==> src/rtl/ifd_pkg.sv <==
// ---------------------------------------------------------------------------
// ifd_pkg
// Shared types, codes and constants of the image frame deframer.
// ---------------------------------------------------------------------------
package ifd_pkg;

   localparam int MAGIC_LENGTH   = 23;
   localparam int MAX_EXT_LENGTH = 8;

   localparam logic [7:0]  NEWLINE          = 8'h0A;
   localparam logic [31:0] MAX_IMAGE_RESET  = 32'd16777216;
   localparam logic [32:0] PAYLOAD_SAT      = {33{1'b1}};

   // magic bytes, zero beyond the magic length
   localparam logic [7:0] MAGIC_TABLE [0:31] = '{
      8'h00, 8'h45, 8'h54, 8'h5F, 8'h43, 8'h4C, 8'h49, 8'h50,
      8'h42, 8'h4F, 8'h41, 8'h52, 8'h44, 8'h5F, 8'h49, 8'h4D,
      8'h41, 8'h47, 8'h45, 8'h5F, 8'h56, 8'h31, 8'h00, 8'h00,
      8'h00, 8'h00, 8'h00, 8'h00, 8'h00, 8'h00, 8'h00, 8'h00
   };

   // word kinds on the result side
   localparam logic [1:0] KIND_NONE    = 2'd0;
   localparam logic [1:0] KIND_EXT     = 2'd1;
   localparam logic [1:0] KIND_PAYLOAD = 2'd2;

   // verdict codes
   localparam logic [2:0] ERR_OK          = 3'd0;
   localparam logic [2:0] ERR_NO_EXT_NL   = 3'd1;
   localparam logic [2:0] ERR_BAD_EXT     = 3'd2;
   localparam logic [2:0] ERR_NO_SIZE_NL  = 3'd3;
   localparam logic [2:0] ERR_BAD_SIZE    = 3'd4;
   localparam logic [2:0] ERR_SIZE_RANGE  = 3'd5;
   localparam logic [2:0] ERR_LENGTH      = 3'd6;

   // classified input word
   typedef struct packed {
      logic [7:0] data;
      logic       last;
      logic       is_newline;
      logic       is_digit;
      logic       is_alnum;
   } item_class_type;

   // one result word
   typedef struct packed {
      logic [1:0]  kind;
      logic [7:0]  data;
      logic        frame_done;
      logic        is_frame;
      logic [2:0]  error_code;
      logic [31:0] image_size;
      logic [3:0]  ext_length;
   } result_type;

endpackage

==> src/rtl/ifd_front.sv <==
// ---------------------------------------------------------------------------
// ifd_front
// Classifies each incoming byte ahead of the item queue.
// ---------------------------------------------------------------------------
module ifd_front (
   input  logic [7:0]              in_byte,
   input  logic                    in_last,
   output ifd_pkg::item_class_type item
);
   import ifd_pkg::*;

   logic is_digit;
   logic is_upper;
   logic is_lower;

   assign is_digit = (in_byte >= 8'h30) && (in_byte <= 8'h39);
   assign is_upper = (in_byte >= 8'h41) && (in_byte <= 8'h5A);
   assign is_lower = (in_byte >= 8'h61) && (in_byte <= 8'h7A);

   always_comb begin
      item.data       = in_byte;
      item.last       = in_last;
      item.is_newline = (in_byte == NEWLINE);
      item.is_digit   = is_digit;
      item.is_alnum   = is_digit || is_upper || is_lower;
   end

endmodule

==> src/rtl/ifd_queue.sv <==
// ---------------------------------------------------------------------------
// ifd_queue
// Two-word queue of classified bytes between the front and the back end.
// ---------------------------------------------------------------------------
module ifd_queue (
   input  logic                    clock,
   input  logic                    reset,
   input  logic                    push,
   input  ifd_pkg::item_class_type push_item,
   output logic                    full,
   input  logic                    pop,
   output ifd_pkg::item_class_type pop_item,
   output logic                    empty
);
   import ifd_pkg::*;

   item_class_type slot_ff [0:1];
   logic [1:0]     count_ff, count_in;
   logic           wr_ptr_ff, wr_ptr_in;
   logic           rd_ptr_ff, rd_ptr_in;
   logic           do_push;
   logic           do_pop;

   assign full     = count_ff[1];
   assign empty    = (count_ff == 2'd0);
   assign pop_item = slot_ff[rd_ptr_ff];
   assign do_push  = push && !full;
   assign do_pop   = pop && !empty;

   always_comb begin
      wr_ptr_in = wr_ptr_ff ^ do_push;
      rd_ptr_in = rd_ptr_ff ^ do_pop;
      count_in  = count_ff + 2'(do_push) - 2'(do_pop);
   end

   always_ff @(posedge clock) begin
      if (reset) begin
         count_ff  <= 2'd0;
         wr_ptr_ff <= 1'b0;
         rd_ptr_ff <= 1'b0;
      end else begin
         count_ff  <= count_in;
         wr_ptr_ff <= wr_ptr_in;
         rd_ptr_ff <= rd_ptr_in;
      end
   end

   always_ff @(posedge clock) begin
      if (do_push) begin
         slot_ff[wr_ptr_ff] <= push_item;
      end
   end

endmodule

==> src/rtl/ifd_back.sv <==
// ---------------------------------------------------------------------------
// ifd_back
// Frame parser: per-byte phase step, size accumulate, verdict and a
// two-word result buffer.
// ---------------------------------------------------------------------------
module ifd_back (
   input  logic                    clock,
   input  logic                    reset,
   input  logic                    csr_write_enable,
   input  logic [31:0]             csr_write_data,
   input  logic                    in_valid,
   input  ifd_pkg::item_class_type in_item,
   output logic                    in_pop,
   input  logic                    rsp_pop,
   output logic                    rsp_empty,
   output ifd_pkg::result_type     rsp_item
);
   import ifd_pkg::*;

   localparam logic [2:0] PH_MAGIC   = 3'd0;
   localparam logic [2:0] PH_EXT     = 3'd1;
   localparam logic [2:0] PH_SIZE    = 3'd2;
   localparam logic [2:0] PH_PAYLOAD = 3'd3;
   localparam logic [2:0] PH_DRAIN   = 3'd4;

   localparam logic [5:0] MAGIC_END   = 6'(MAGIC_LENGTH);
   localparam logic [3:0] EXT_LIMIT   = 4'(MAX_EXT_LENGTH);

   logic [31:0] max_image_ff;

   logic [2:0]  phase_ff, phase_in;
   logic [4:0]  magic_index_ff, magic_index_in;
   logic [3:0]  ext_count_ff, ext_count_in;
   logic        ext_bad_ff, ext_bad_in;
   logic [63:0] size_accum_ff, size_accum_in;
   logic        size_digit_ff, size_digit_in;
   logic        size_nondigit_ff, size_nondigit_in;
   logic        size_over_ff, size_over_in;
   logic [32:0] payload_count_ff, payload_count_in;
   logic [2:0]  sticky_error_ff, sticky_error_in;
   logic        not_frame_ff, not_frame_in;

   logic [67:0] accum_step;
   logic        advance;
   result_type  result;

   result_type  slot_ff [0:1];
   logic [1:0]  count_ff, count_in;
   logic        wr_ptr_ff, rd_ptr_ff;
   logic        rbuf_full;
   logic        do_read;

   assign rbuf_full = count_ff[1];
   assign advance   = in_valid && !rbuf_full;
   assign in_pop    = advance;

   // accum * 10 + digit, carried wide to catch overflow past 64 bits
   assign accum_step = ({4'b0, size_accum_ff} << 3) + ({4'b0, size_accum_ff} << 1)
                     + 68'(in_item.data[3:0]);

   always_comb begin
      phase_in         = phase_ff;
      magic_index_in   = magic_index_ff;
      ext_count_in     = ext_count_ff;
      ext_bad_in       = ext_bad_ff;
      size_accum_in    = size_accum_ff;
      size_digit_in    = size_digit_ff;
      size_nondigit_in = size_nondigit_ff;
      size_over_in     = size_over_ff;
      payload_count_in = payload_count_ff;
      sticky_error_in  = sticky_error_ff;
      not_frame_in     = not_frame_ff;

      result            = '0;
      result.frame_done = in_item.last;

      unique case (phase_ff)
         PH_MAGIC: begin
            if (in_item.data != MAGIC_TABLE[magic_index_ff]) begin
               not_frame_in = 1'b1;
               phase_in     = PH_DRAIN;
            end else begin
               magic_index_in = magic_index_ff + 5'd1;
               if (magic_index_in == 5'd0 || {1'b0, magic_index_in} >= MAGIC_END) begin
                  phase_in = PH_EXT;
               end
            end
         end
         PH_EXT: begin
            if (in_item.is_newline) begin
               if (ext_count_ff == 4'd0 || ext_bad_ff) begin
                  sticky_error_in = ERR_BAD_EXT;
                  phase_in        = PH_DRAIN;
               end else begin
                  phase_in = PH_SIZE;
               end
            end else begin
               result.kind = KIND_EXT;
               result.data = in_item.data;
               if (!in_item.is_alnum || ext_count_ff >= EXT_LIMIT) begin
                  ext_bad_in = 1'b1;
               end else begin
                  ext_count_in = ext_count_ff + 4'd1;
               end
            end
         end
         PH_SIZE: begin
            if (in_item.is_newline) begin
               if (!size_digit_ff || size_nondigit_ff || size_over_ff) begin
                  sticky_error_in = ERR_BAD_SIZE;
                  phase_in        = PH_DRAIN;
               end else if (size_accum_ff == 64'd0 ||
                            size_accum_ff > {32'd0, max_image_ff}) begin
                  sticky_error_in = ERR_SIZE_RANGE;
                  phase_in        = PH_DRAIN;
               end else begin
                  payload_count_in = 33'd0;
                  phase_in         = PH_PAYLOAD;
               end
            end else if (in_item.is_digit) begin
               size_digit_in = 1'b1;
               if (!size_over_ff) begin
                  if (accum_step[67:64] != 4'd0) begin
                     size_over_in = 1'b1;
                  end else begin
                     size_accum_in = accum_step[63:0];
                  end
               end
            end else begin
               size_nondigit_in = 1'b1;
            end
         end
         PH_PAYLOAD: begin
            result.kind = KIND_PAYLOAD;
            result.data = in_item.data;
            if (payload_count_ff != PAYLOAD_SAT) begin
               payload_count_in = payload_count_ff + 33'd1;
            end
         end
         default: begin
         end
      endcase

      if (in_item.last) begin
         if (!(not_frame_in || phase_in == PH_MAGIC)) begin
            result.is_frame = 1'b1;
            unique case (phase_in)
               PH_EXT:     result.error_code = ERR_NO_EXT_NL;
               PH_SIZE:    result.error_code = ERR_NO_SIZE_NL;
               PH_PAYLOAD: result.error_code =
                  ({31'd0, payload_count_in} == size_accum_in) ? ERR_OK : ERR_LENGTH;
               default:    result.error_code = sticky_error_in;
            endcase
            if (result.error_code == ERR_OK) begin
               result.image_size = size_accum_in[31:0];
               result.ext_length = ext_count_in;
            end
         end
         // clear for the next frame
         phase_in         = PH_MAGIC;
         magic_index_in   = 5'd0;
         ext_count_in     = 4'd0;
         ext_bad_in       = 1'b0;
         size_accum_in    = 64'd0;
         size_digit_in    = 1'b0;
         size_nondigit_in = 1'b0;
         size_over_in     = 1'b0;
         payload_count_in = 33'd0;
         sticky_error_in  = ERR_OK;
         not_frame_in     = 1'b0;
      end
   end

   always_ff @(posedge clock) begin
      if (reset) begin
         max_image_ff <= MAX_IMAGE_RESET;
      end else if (csr_write_enable) begin
         max_image_ff <= csr_write_data;
      end
   end

   always_ff @(posedge clock) begin
      if (reset) begin
         phase_ff         <= PH_MAGIC;
         magic_index_ff   <= 5'd0;
         ext_count_ff     <= 4'd0;
         ext_bad_ff       <= 1'b0;
         size_accum_ff    <= 64'd0;
         size_digit_ff    <= 1'b0;
         size_nondigit_ff <= 1'b0;
         size_over_ff     <= 1'b0;
         payload_count_ff <= 33'd0;
         sticky_error_ff  <= ERR_OK;
         not_frame_ff     <= 1'b0;
      end else if (advance) begin
         phase_ff         <= phase_in;
         magic_index_ff   <= magic_index_in;
         ext_count_ff     <= ext_count_in;
         ext_bad_ff       <= ext_bad_in;
         size_accum_ff    <= size_accum_in;
         size_digit_ff    <= size_digit_in;
         size_nondigit_ff <= size_nondigit_in;
         size_over_ff     <= size_over_in;
         payload_count_ff <= payload_count_in;
         sticky_error_ff  <= sticky_error_in;
         not_frame_ff     <= not_frame_in;
      end
   end

   // result buffer
   assign rsp_empty = (count_ff == 2'd0);
   assign rsp_item  = slot_ff[rd_ptr_ff];
   assign do_read   = rsp_pop && !rsp_empty;
   assign count_in  = count_ff + 2'(advance) - 2'(do_read);

   always_ff @(posedge clock) begin
      if (reset) begin
         count_ff  <= 2'd0;
         wr_ptr_ff <= 1'b0;
         rd_ptr_ff <= 1'b0;
      end else begin
         count_ff  <= count_in;
         wr_ptr_ff <= wr_ptr_ff ^ advance;
         rd_ptr_ff <= rd_ptr_ff ^ do_read;
      end
   end

   always_ff @(posedge clock) begin
      if (advance) begin
         slot_ff[wr_ptr_ff] <= result;
      end
   end

endmodule

==> src/rtl/image_frame_deframer.sv <==
// ---------------------------------------------------------------------------
// image_frame_deframer
// Parses framed image transfers one byte per word: magic, extension, size,
// payload, with a verdict word on the last byte of every frame.
//
// Input: push a byte with req_push while req_full is low; req_frame_end
// marks the last byte of a frame. Every accepted byte gives exactly one
// result word, in order, read with rsp_pop while rsp_empty is low.
// Extension and payload bytes come back in rsp_out_byte tagged by
// rsp_out_kind; the word for the last byte carries frame_done and verdict.
// A pushed byte is registered in the item queue, then the back end's step
// (64-bit multiply-by-ten accumulate and compares) writes its result word
// into the result buffer; one byte per cycle while that buffer has room.
// The csr port writes the largest accepted size; write it only while idle.
// Reset clears both queues and the parse state, and sets the size limit
// to 16777216. When the receiver stalls, the two-word result buffer fills,
// the back end holds, the two-word item queue fills and req_full rises.
// ---------------------------------------------------------------------------
module image_frame_deframer (
   input  logic        clock,
   input  logic        reset,
   input  logic        req_push,
   output logic        req_full,
   input  logic [7:0]  req_in_byte,
   input  logic        req_frame_end,
   output logic        rsp_empty,
   input  logic        rsp_pop,
   output logic [1:0]  rsp_out_kind,
   output logic [7:0]  rsp_out_byte,
   output logic        rsp_frame_done,
   output logic        rsp_is_frame,
   output logic [2:0]  rsp_error_code,
   output logic [31:0] rsp_image_size,
   output logic [3:0]  rsp_ext_length,
   input  logic        csr_write_enable,
   input  logic [31:0] csr_write_data
);
   import ifd_pkg::*;

   item_class_type front_item;
   item_class_type queue_item;
   logic           queue_empty;
   logic           back_pop;
   result_type     rsp_item;

   ifd_front u_front (
      .in_byte (req_in_byte),
      .in_last (req_frame_end),
      .item    (front_item)
   );

   ifd_queue u_queue (
      .clock     (clock),
      .reset     (reset),
      .push      (req_push),
      .push_item (front_item),
      .full      (req_full),
      .pop       (back_pop),
      .pop_item  (queue_item),
      .empty     (queue_empty)
   );

   ifd_back u_back (
      .clock            (clock),
      .reset            (reset),
      .csr_write_enable (csr_write_enable),
      .csr_write_data   (csr_write_data),
      .in_valid         (!queue_empty),
      .in_item          (queue_item),
      .in_pop           (back_pop),
      .rsp_pop          (rsp_pop),
      .rsp_empty        (rsp_empty),
      .rsp_item         (rsp_item)
   );

   assign rsp_out_kind   = rsp_item.kind;
   assign rsp_out_byte   = rsp_item.data;
   assign rsp_frame_done = rsp_item.frame_done;
   assign rsp_is_frame   = rsp_item.is_frame;
   assign rsp_error_code = rsp_item.error_code;
   assign rsp_image_size = rsp_item.image_size;
   assign rsp_ext_length = rsp_item.ext_length;

endmodule

==> config.mk <==
export PLATFORM = sky130hd
export DESIGN_NAME = image_frame_deframer
export DESIGN_NICKNAME = d
export VERILOG_FILES = /design/src/rtl/ifd_pkg.sv /design/src/rtl/ifd_front.sv /design/src/rtl/ifd_queue.sv /design/src/rtl/ifd_back.sv /design/src/rtl/image_frame_deframer.sv
export SDC_FILE = /design/constraint.sdc
export NUM_CORES = 1
export LEC_CHECK = 0
export ABC_AREA = 1
export CAP_MARGIN = 20
export CORE_ASPECT_RATIO = 1.4
export CORE_MARGIN = 1
export CORE_UTILIZATION = 45
export CTS_CLUSTER_DIAMETER = 150
export DETAILED_ROUTE_END_ITERATION = 12
export DONT_BUFFER_PORTS = 1
export GPL_TIMING_DRIVEN = 1
export HOLD_SLACK_MARGIN = 0.06
export REMOVE_ABC_BUFFERS = 1
export SKIP_LAST_GASP = 1
export SYNTH_ARGS = -nofsm -noshare
export SYNTH_HDL_FRONTEND = slang
export SYNTH_SLANG_ARGS = --single-unit
==> constraint.sdc <==
create_clock -name clock -period 5.42 [get_ports clock]
set_input_delay 1.084 -clock clock [delete_from_list [all_inputs] [get_ports clock]]
set_output_delay 1.084 -clock clock [all_outputs]
set_load 0.03 [all_outputs]
After elaboration in Yosys (flattened, before gate mapping)
Memories as Yosys holds them, arrays and structs flattened. A register that Yosys moved wholly into a read port is not among the register bits.
Index checks and enable logic that the tools add are counted.
- memories kept: 3
- ROM bits: 256
- register bits after elaboration: 157
- logic and storage cells: 171
- memory bits (writable): 126
- output and inout bits: 53
- bits of input ports: 46
- eq/ne operators: 13
- reductions and logical operators: 40
- $lt $le $gt $ge: 10
- bitwise operators: 5
- $add $sub $neg: 9
- muxes and demuxes: 73
- memory list (name ; words ; width ; rd ports ; clocked after memory_dff ; wr ports ; RTL line ; text):
    (no name shown) ; 32 ; 8 ; 1 ; 0 ; 0 ; ifd_back.sv:79 ; if (in_item.data != MAGIC_TABLE[magic_index_ff]) begin
    u_back.slot_ff ; 2 ; 51 ; 1 ; 1 ; 1 ; ifd_back.sv:47 ; result_type slot_ff [0:1];
    u_queue.slot_ff ; 2 ; 12 ; 1 ; 1 ; 1 ; ifd_queue.sv:17 ; item_class_type slot_ff [0:1];
- operator list (operator ; number):
    two-way mux 64 bit ; 6
    two-way mux 33 bit ; 5
    two-way mux 40 bit ; 2
    adder 67 x 65 -> 68 bit ; 1
    adder 68 x 4 -> 68 bit ; 1
    case mux 33 bit (2 select lines) ; 1
    == test 33 x 64 -> 1 bit ; 1
    greater-than comparator 64 x 32 -> 1 bit ; 1
    logical NOT 64 bit ; 1
    two-way mux 3 bit ; 17
    two-way mux 36 bit ; 1
    adder 33 x 1 -> 33 bit (second input constant) ; 1
    inequality test 33 bit (second input constant) ; 1
    two-way mux 1 bit ; 27
    case mux 10 bit (2 select lines) ; 1
    case mux 3 bit (3 select lines) ; 2
    greater-or-equal comparator 8 x 7 -> 1 bit (second input constant) ; 2
    <= comparator 8 x 7 -> 1 bit (second input constant) ; 2
    two-way mux 4 bit ; 4
    two-way mux 8 bit ; 2
    two-way mux 5 bit ; 3
    == test 3 x 2 -> 1 bit (second input constant) ; 4
    AND reduction 4 bit ; 3
    nonzero test 2 bit ; 5
    other kinds (27) ; 56

Longest topological paths before layout
- word-level depth: 17
- mapped depth: 39
- gate-level depth less buffers: 36

By module
From an unflattened synthesis, not the netlist that was laid out.
- cell total of the unflattened synthesis: 3290
- area, all modules: 21846.0 um2
- by module, submodules not included (module ; area each (um2) ; cells an instance ; sequential area each (um2) ; instances):
    ifd_back ; 20578.5 ; 3162 ; 6125.9 ; 1
    ifd_queue ; 1074.8 ; 91 ; 800.8 ; 1
    ifd_front ; 188.9 ; 36 ; 0.0 ; 1
    image_frame_deframer ; 3.8 ; 1 ; 0.0 ; 1

Least setup slack after synthesis
Ideal clock, no wire load.
- path kind: reg-to-reg
- start: reg u_queue.rd_ptr_ff (netlist name)
- end: mem u_back.slot_ff[0][16] in the netlist's numbering (data pin)
- data arrival time: 4.307 ns
- period minus slack after synthesis: 4.560 ns
- data required time: 5.166 ns
- setup time: 0.254 ns
- setup slack: 0.860 ns
- path buffers: 5
- cell stages (with the launch flop): 36
- cell sequence: dfxtp_1 buf_2 buf_1 mux2i_1 fa_1 inv_1 fa_1 nand3_1 nand2_1 nand2_1 nand2_1 nand2_1 nand2_2 nand2_1 nand2_2 nand2_1 nand2_1 nand2_1 nand2_1 nor2_1 nand3_2 buf_6 buf_6 o21ai_0 nor2_1 nand2_1 nor2_1 nand3_1 nor2_1 nand3_1 nand2_2 nand2_1 nand2_1 nand2_4 buf_6 nor2_2
- RTL lines (item ; RTL line):
    end: declaration ; ifd_back.sv:47

==> summary.md <==
| Metric | Value |
|---|---|
| Status | completed |
| Die footprint | roughly 0.05 mm2 |
| Seq. cell area | ~0.007 mm2 |
| Core Util, Final | 0.509 |
| Crit-path slowest cell | dfxtp_1 |
| Post-DRT Antenna Nets | 0 |
| Core area | about 0.048 mm2 |
| Setup Viol. Count Final | 0 |
| Cell taking the most area after synthesis | nand2_1 |
| Combinational fraction of design power | 0.293 |
| Clock share of power | 0.303 |
| Port bufs | 0 |
| Min-delay worst type | flop to flop |
| Pre-CTS setup slack | -0.113 ns |
| Final period utilization | 0.955 |
| H-tree levels | 1 |
| CTS Buffer Depth | 3 |
| Sequential power share | 0.404 |
| DRC Markers | 0 |
| Max Clock Freq | slightly below 0.2 GHz |
| Synth top area cells | nand2_1 21%, edfxtp_1 17%, dfxtp_1 14% |
| CP Max Fanout | 9 |
| IO Count | 99 |
| Layout cells sized above 1 | 0.0872 |
| Count of TritonRoute iterations in the first routing pass | 8 |
| Largest net degree at the start of global routing | 119 |
| Synth Register Bits | 283 |
| Max Cap Violations | 0 |
| Cell area after synthesis | 0.0218 mm2 |
| Die Y | about 260 um |
| Req. time, crit path | ~5.9 ns |
| CP arrival | ~5.6 ns |
| Nets | about 3600 |
| Antenna violations before repair | 1 |
| WL per Instance | roughly 21 um |
| Startpoint Class | flop |
| Avg Inst Size Synth | 6.50 um2 |
| Internal | about 0.0041 W |
| Leakage power | 11.5 nW |
| Clock latency on the worst-skew pair | slightly below 0.6 ns |
| Hold Violations, Final | 0 |
| Multi-input logic area | 0.0132 mm2 |
| Horiz. Die Dim | between 150 and 200 um |
| Routability cong. | around 1.1 |
| Slowest stage delay, CP | about 0.6 ns |
| Via count | around 22000 |
| P_sw | between 0.002 and 0.003 W |
| Setup CP Type | flop to flop |
| Synth Flop Type | dfxtp_1 |
| Via density | about 5.4 |
| DP Cell Count | between 3000 and 4000 |
| Pwr dens | around 270 mW/mm2 |
| Global-route wire length before repair | roughly 120 mm |
| GRT Total Usage | 0.329 |
| Distinct cells, synth | 53 |
| Wirelength, routed | about 84 mm |
| Slew headroom | 0.334 |
| Number of global-route vias before repair | 21104 |
| Worst-margin pin slew | about 1 ns |
| Setup ws final | roughly 0.25 ns |
| Net Sw Frac | 0.388 |
| Count of warnings emitted by yosys | 0 |
| Initial Utilization | 0.455 |
| Crit end category | flop |
| Post-synthesis sequential area ratio | 0.318 |
| Total CTS buffers | 29 |
| CTS tree | yes |
| GRT Residual Overflow | 0 |
| Top-area cell type share of the netlist area | 0.208 |
| Dpl hpwl | about 66 mm |
| Synth async-reset ratio | 0 |
| CTS sink count | ~280 |
| Fin crit period | between 5 and 6 ns |
| DR iter-0 viols | 1464 |
| Clk_skew | 0.0129 ns |
| CTS Root Cell | clkbuf_16 |
| Mapped Cells | 3357 |
| Area growth syn-to-layout | 11.8% |
| Slew Limit Fails | 0 |
| Row cnt | 95 |
| Max IR drop VDD | around 0.25 mV |
| Number of fill cells | 4936 |
| Clock-pin slew on the worst setup and hold paths | 0.07 ns |
| CP dominant cell by count | nand2_1 |
| Post-synth EDFFs | between 100 and 150 |
| Non-Filler Instances | about 4100 |
[worst max-delay path, delay by kind of cell, from the launching register on]
family	cells	cell delay, ns
simple gates	22	2.29
buf+inv	6	0.80
fa+ha+maj	2	0.68
compound gates	2	0.63
flops	1	0.61
[cells in the final DEF (no fill, tap or decap), drive strengths merged, types with 10 or more instances in the layout]
cell    count
xor2       37
nand3     164
nand4      27
or2        23
nor4       22
nor2      354
a31oi      12
clkinv     10
a21oi     279
o21bai     14
edfxtp    126
nor3       32
xnor2      27
dfxtp     157
nand2    1216
inv       393
ha        178
buf       116
clkbuf     42
o21ai     133
nand3b     17
[what timing repair did]
action                                  CTS  global route
buffers inserted                          0             8
hold buffers                              0             0
endpoints found under the setup margin   72            76
gates resized for setup                   5            68
cloned                                    0             7
pin swaps                                 0            13
[layout make-up]
cell class / instances / share of cell area
diodes: 1 / 0.000103
clock inverters: 16 / 0.00523
multi-input cells: 2578 / 0.540
inverters: 392 / 0.0605
flip-flops and latches: 283 / 0.284
clock buffers: 38 / 0.0337
well taps: 630 / 0.0323
repair buffers: 120 / 0.0440
[worst paths after layout]
| kind | start | to | slack [ns] | cells past startpoint |
|---|---|---|---|---|
| max | u_back.size_accum_ff[23] | u_back.slot_ff[1][3] | 0.25 | 32 |
| min | u_back.ext_count_ff[2] | u_back.ext_count_ff[2] | 0.46 | 2 |
| max reg2reg | u_back.size_accum_ff[23] | u_back.slot_ff[1][3] | 0.25 | 32 |
| min reg2reg | u_back.ext_count_ff[2] | u_back.ext_count_ff[2] | 0.46 | 2 |
[Yosys cell counts (4+ instances only)]
library cell and count:
nor2_1 331, inv_1 372, nand3b_1 17, edfxtp_1 126, o21ai_1 5, nand3_1 162
inv_2 16, or2_2 20, o21a_1 5, mux2i_1 5, nand4_1 27, nand2_2 7
dfxtp_1 157, ha_1 178, buf_2 17, o21ai_0 128, a21oi_1 279, nor3_1 30
nor2_2 23, clkbuf_1 75, o21bai_1 14, buf_6 6, xnor2_1 27, o211ai_1 6
clkinv_1 4, xor2_1 37, nor4_1 22, nand2_1 1208, a31oi_1 12
[registers in the layout, summed over array words and instances (netlist names), 3 cells and up]
signal / cells
u_back.max_image_ff: 32
u_queue.slot_ff: 24
u_back.phase_ff: 3
u_back.size_accum_ff: 64
u_back.magic_index_ff: 5
u_back.slot_ff: 102
u_back.ext_count_ff: 4
u_back.sticky_error_ff: 3
u_back.payload_count_ff: 33
[cell families (layout without fill, tap and decap cells)]
group                    Yosys count  after routing  synth area share
AO/OA/AOI/OAI                    466            466             0.113
XOR/XNOR                          64             64            0.0257
other                              0              1                 0
adder cells (fa/ha/maj)          180            180             0.104
buffers and inverters            496            566            0.0890
AND/OR/NAND/NOR                 1863           1863             0.349
flip-flops                       283            283             0.318
multiplexers                       5              5           0.00229
[metal layers]
metal | vias to the layer above | part of all wire | global-route usage
li1 | 10919 | - | -
met1 | 10082 | 0.35 | 0.335
met2 | 677 | 0.51 | 0.596
met3 | 273 | 0.041 | 0.0357
met4 | 0 | 0.099 | 0.278
met5 | - | 0 | 0
[power groups by stage]
stage | sequential [W] | clock (W) | combinational (W)
2_1_floorplan | 0.00273 | 0 | 0.00126
3_3_place_gp | 0.00272 | 0 | 0.00182
3_5_place_dp | 0.00273 | 0 | 0.00184
4_1_cts | 0.00268 | 0.00205 | 0.00184
5_1_grt | 0.00271 | 0.00213 | 0.00209
6_report | 0.00268 | 0.00201 | 0.00194
[through the flow]
stage	hold WS (ns)	total power, W	instance area, um2	TNS, ns
finish	0.462	0.00664	24400	0
CTS	0.464	0.00657	24000	0
detailed placement	0.455	0.00457	23000	-5.12
floorplan	0.435	0.00400	21300	-95.12
global placement	0.449	0.00454	23000	-0.00398
global route	0.489	0.00693	24400	-0.855
Power figures use the tool's default switching activity.
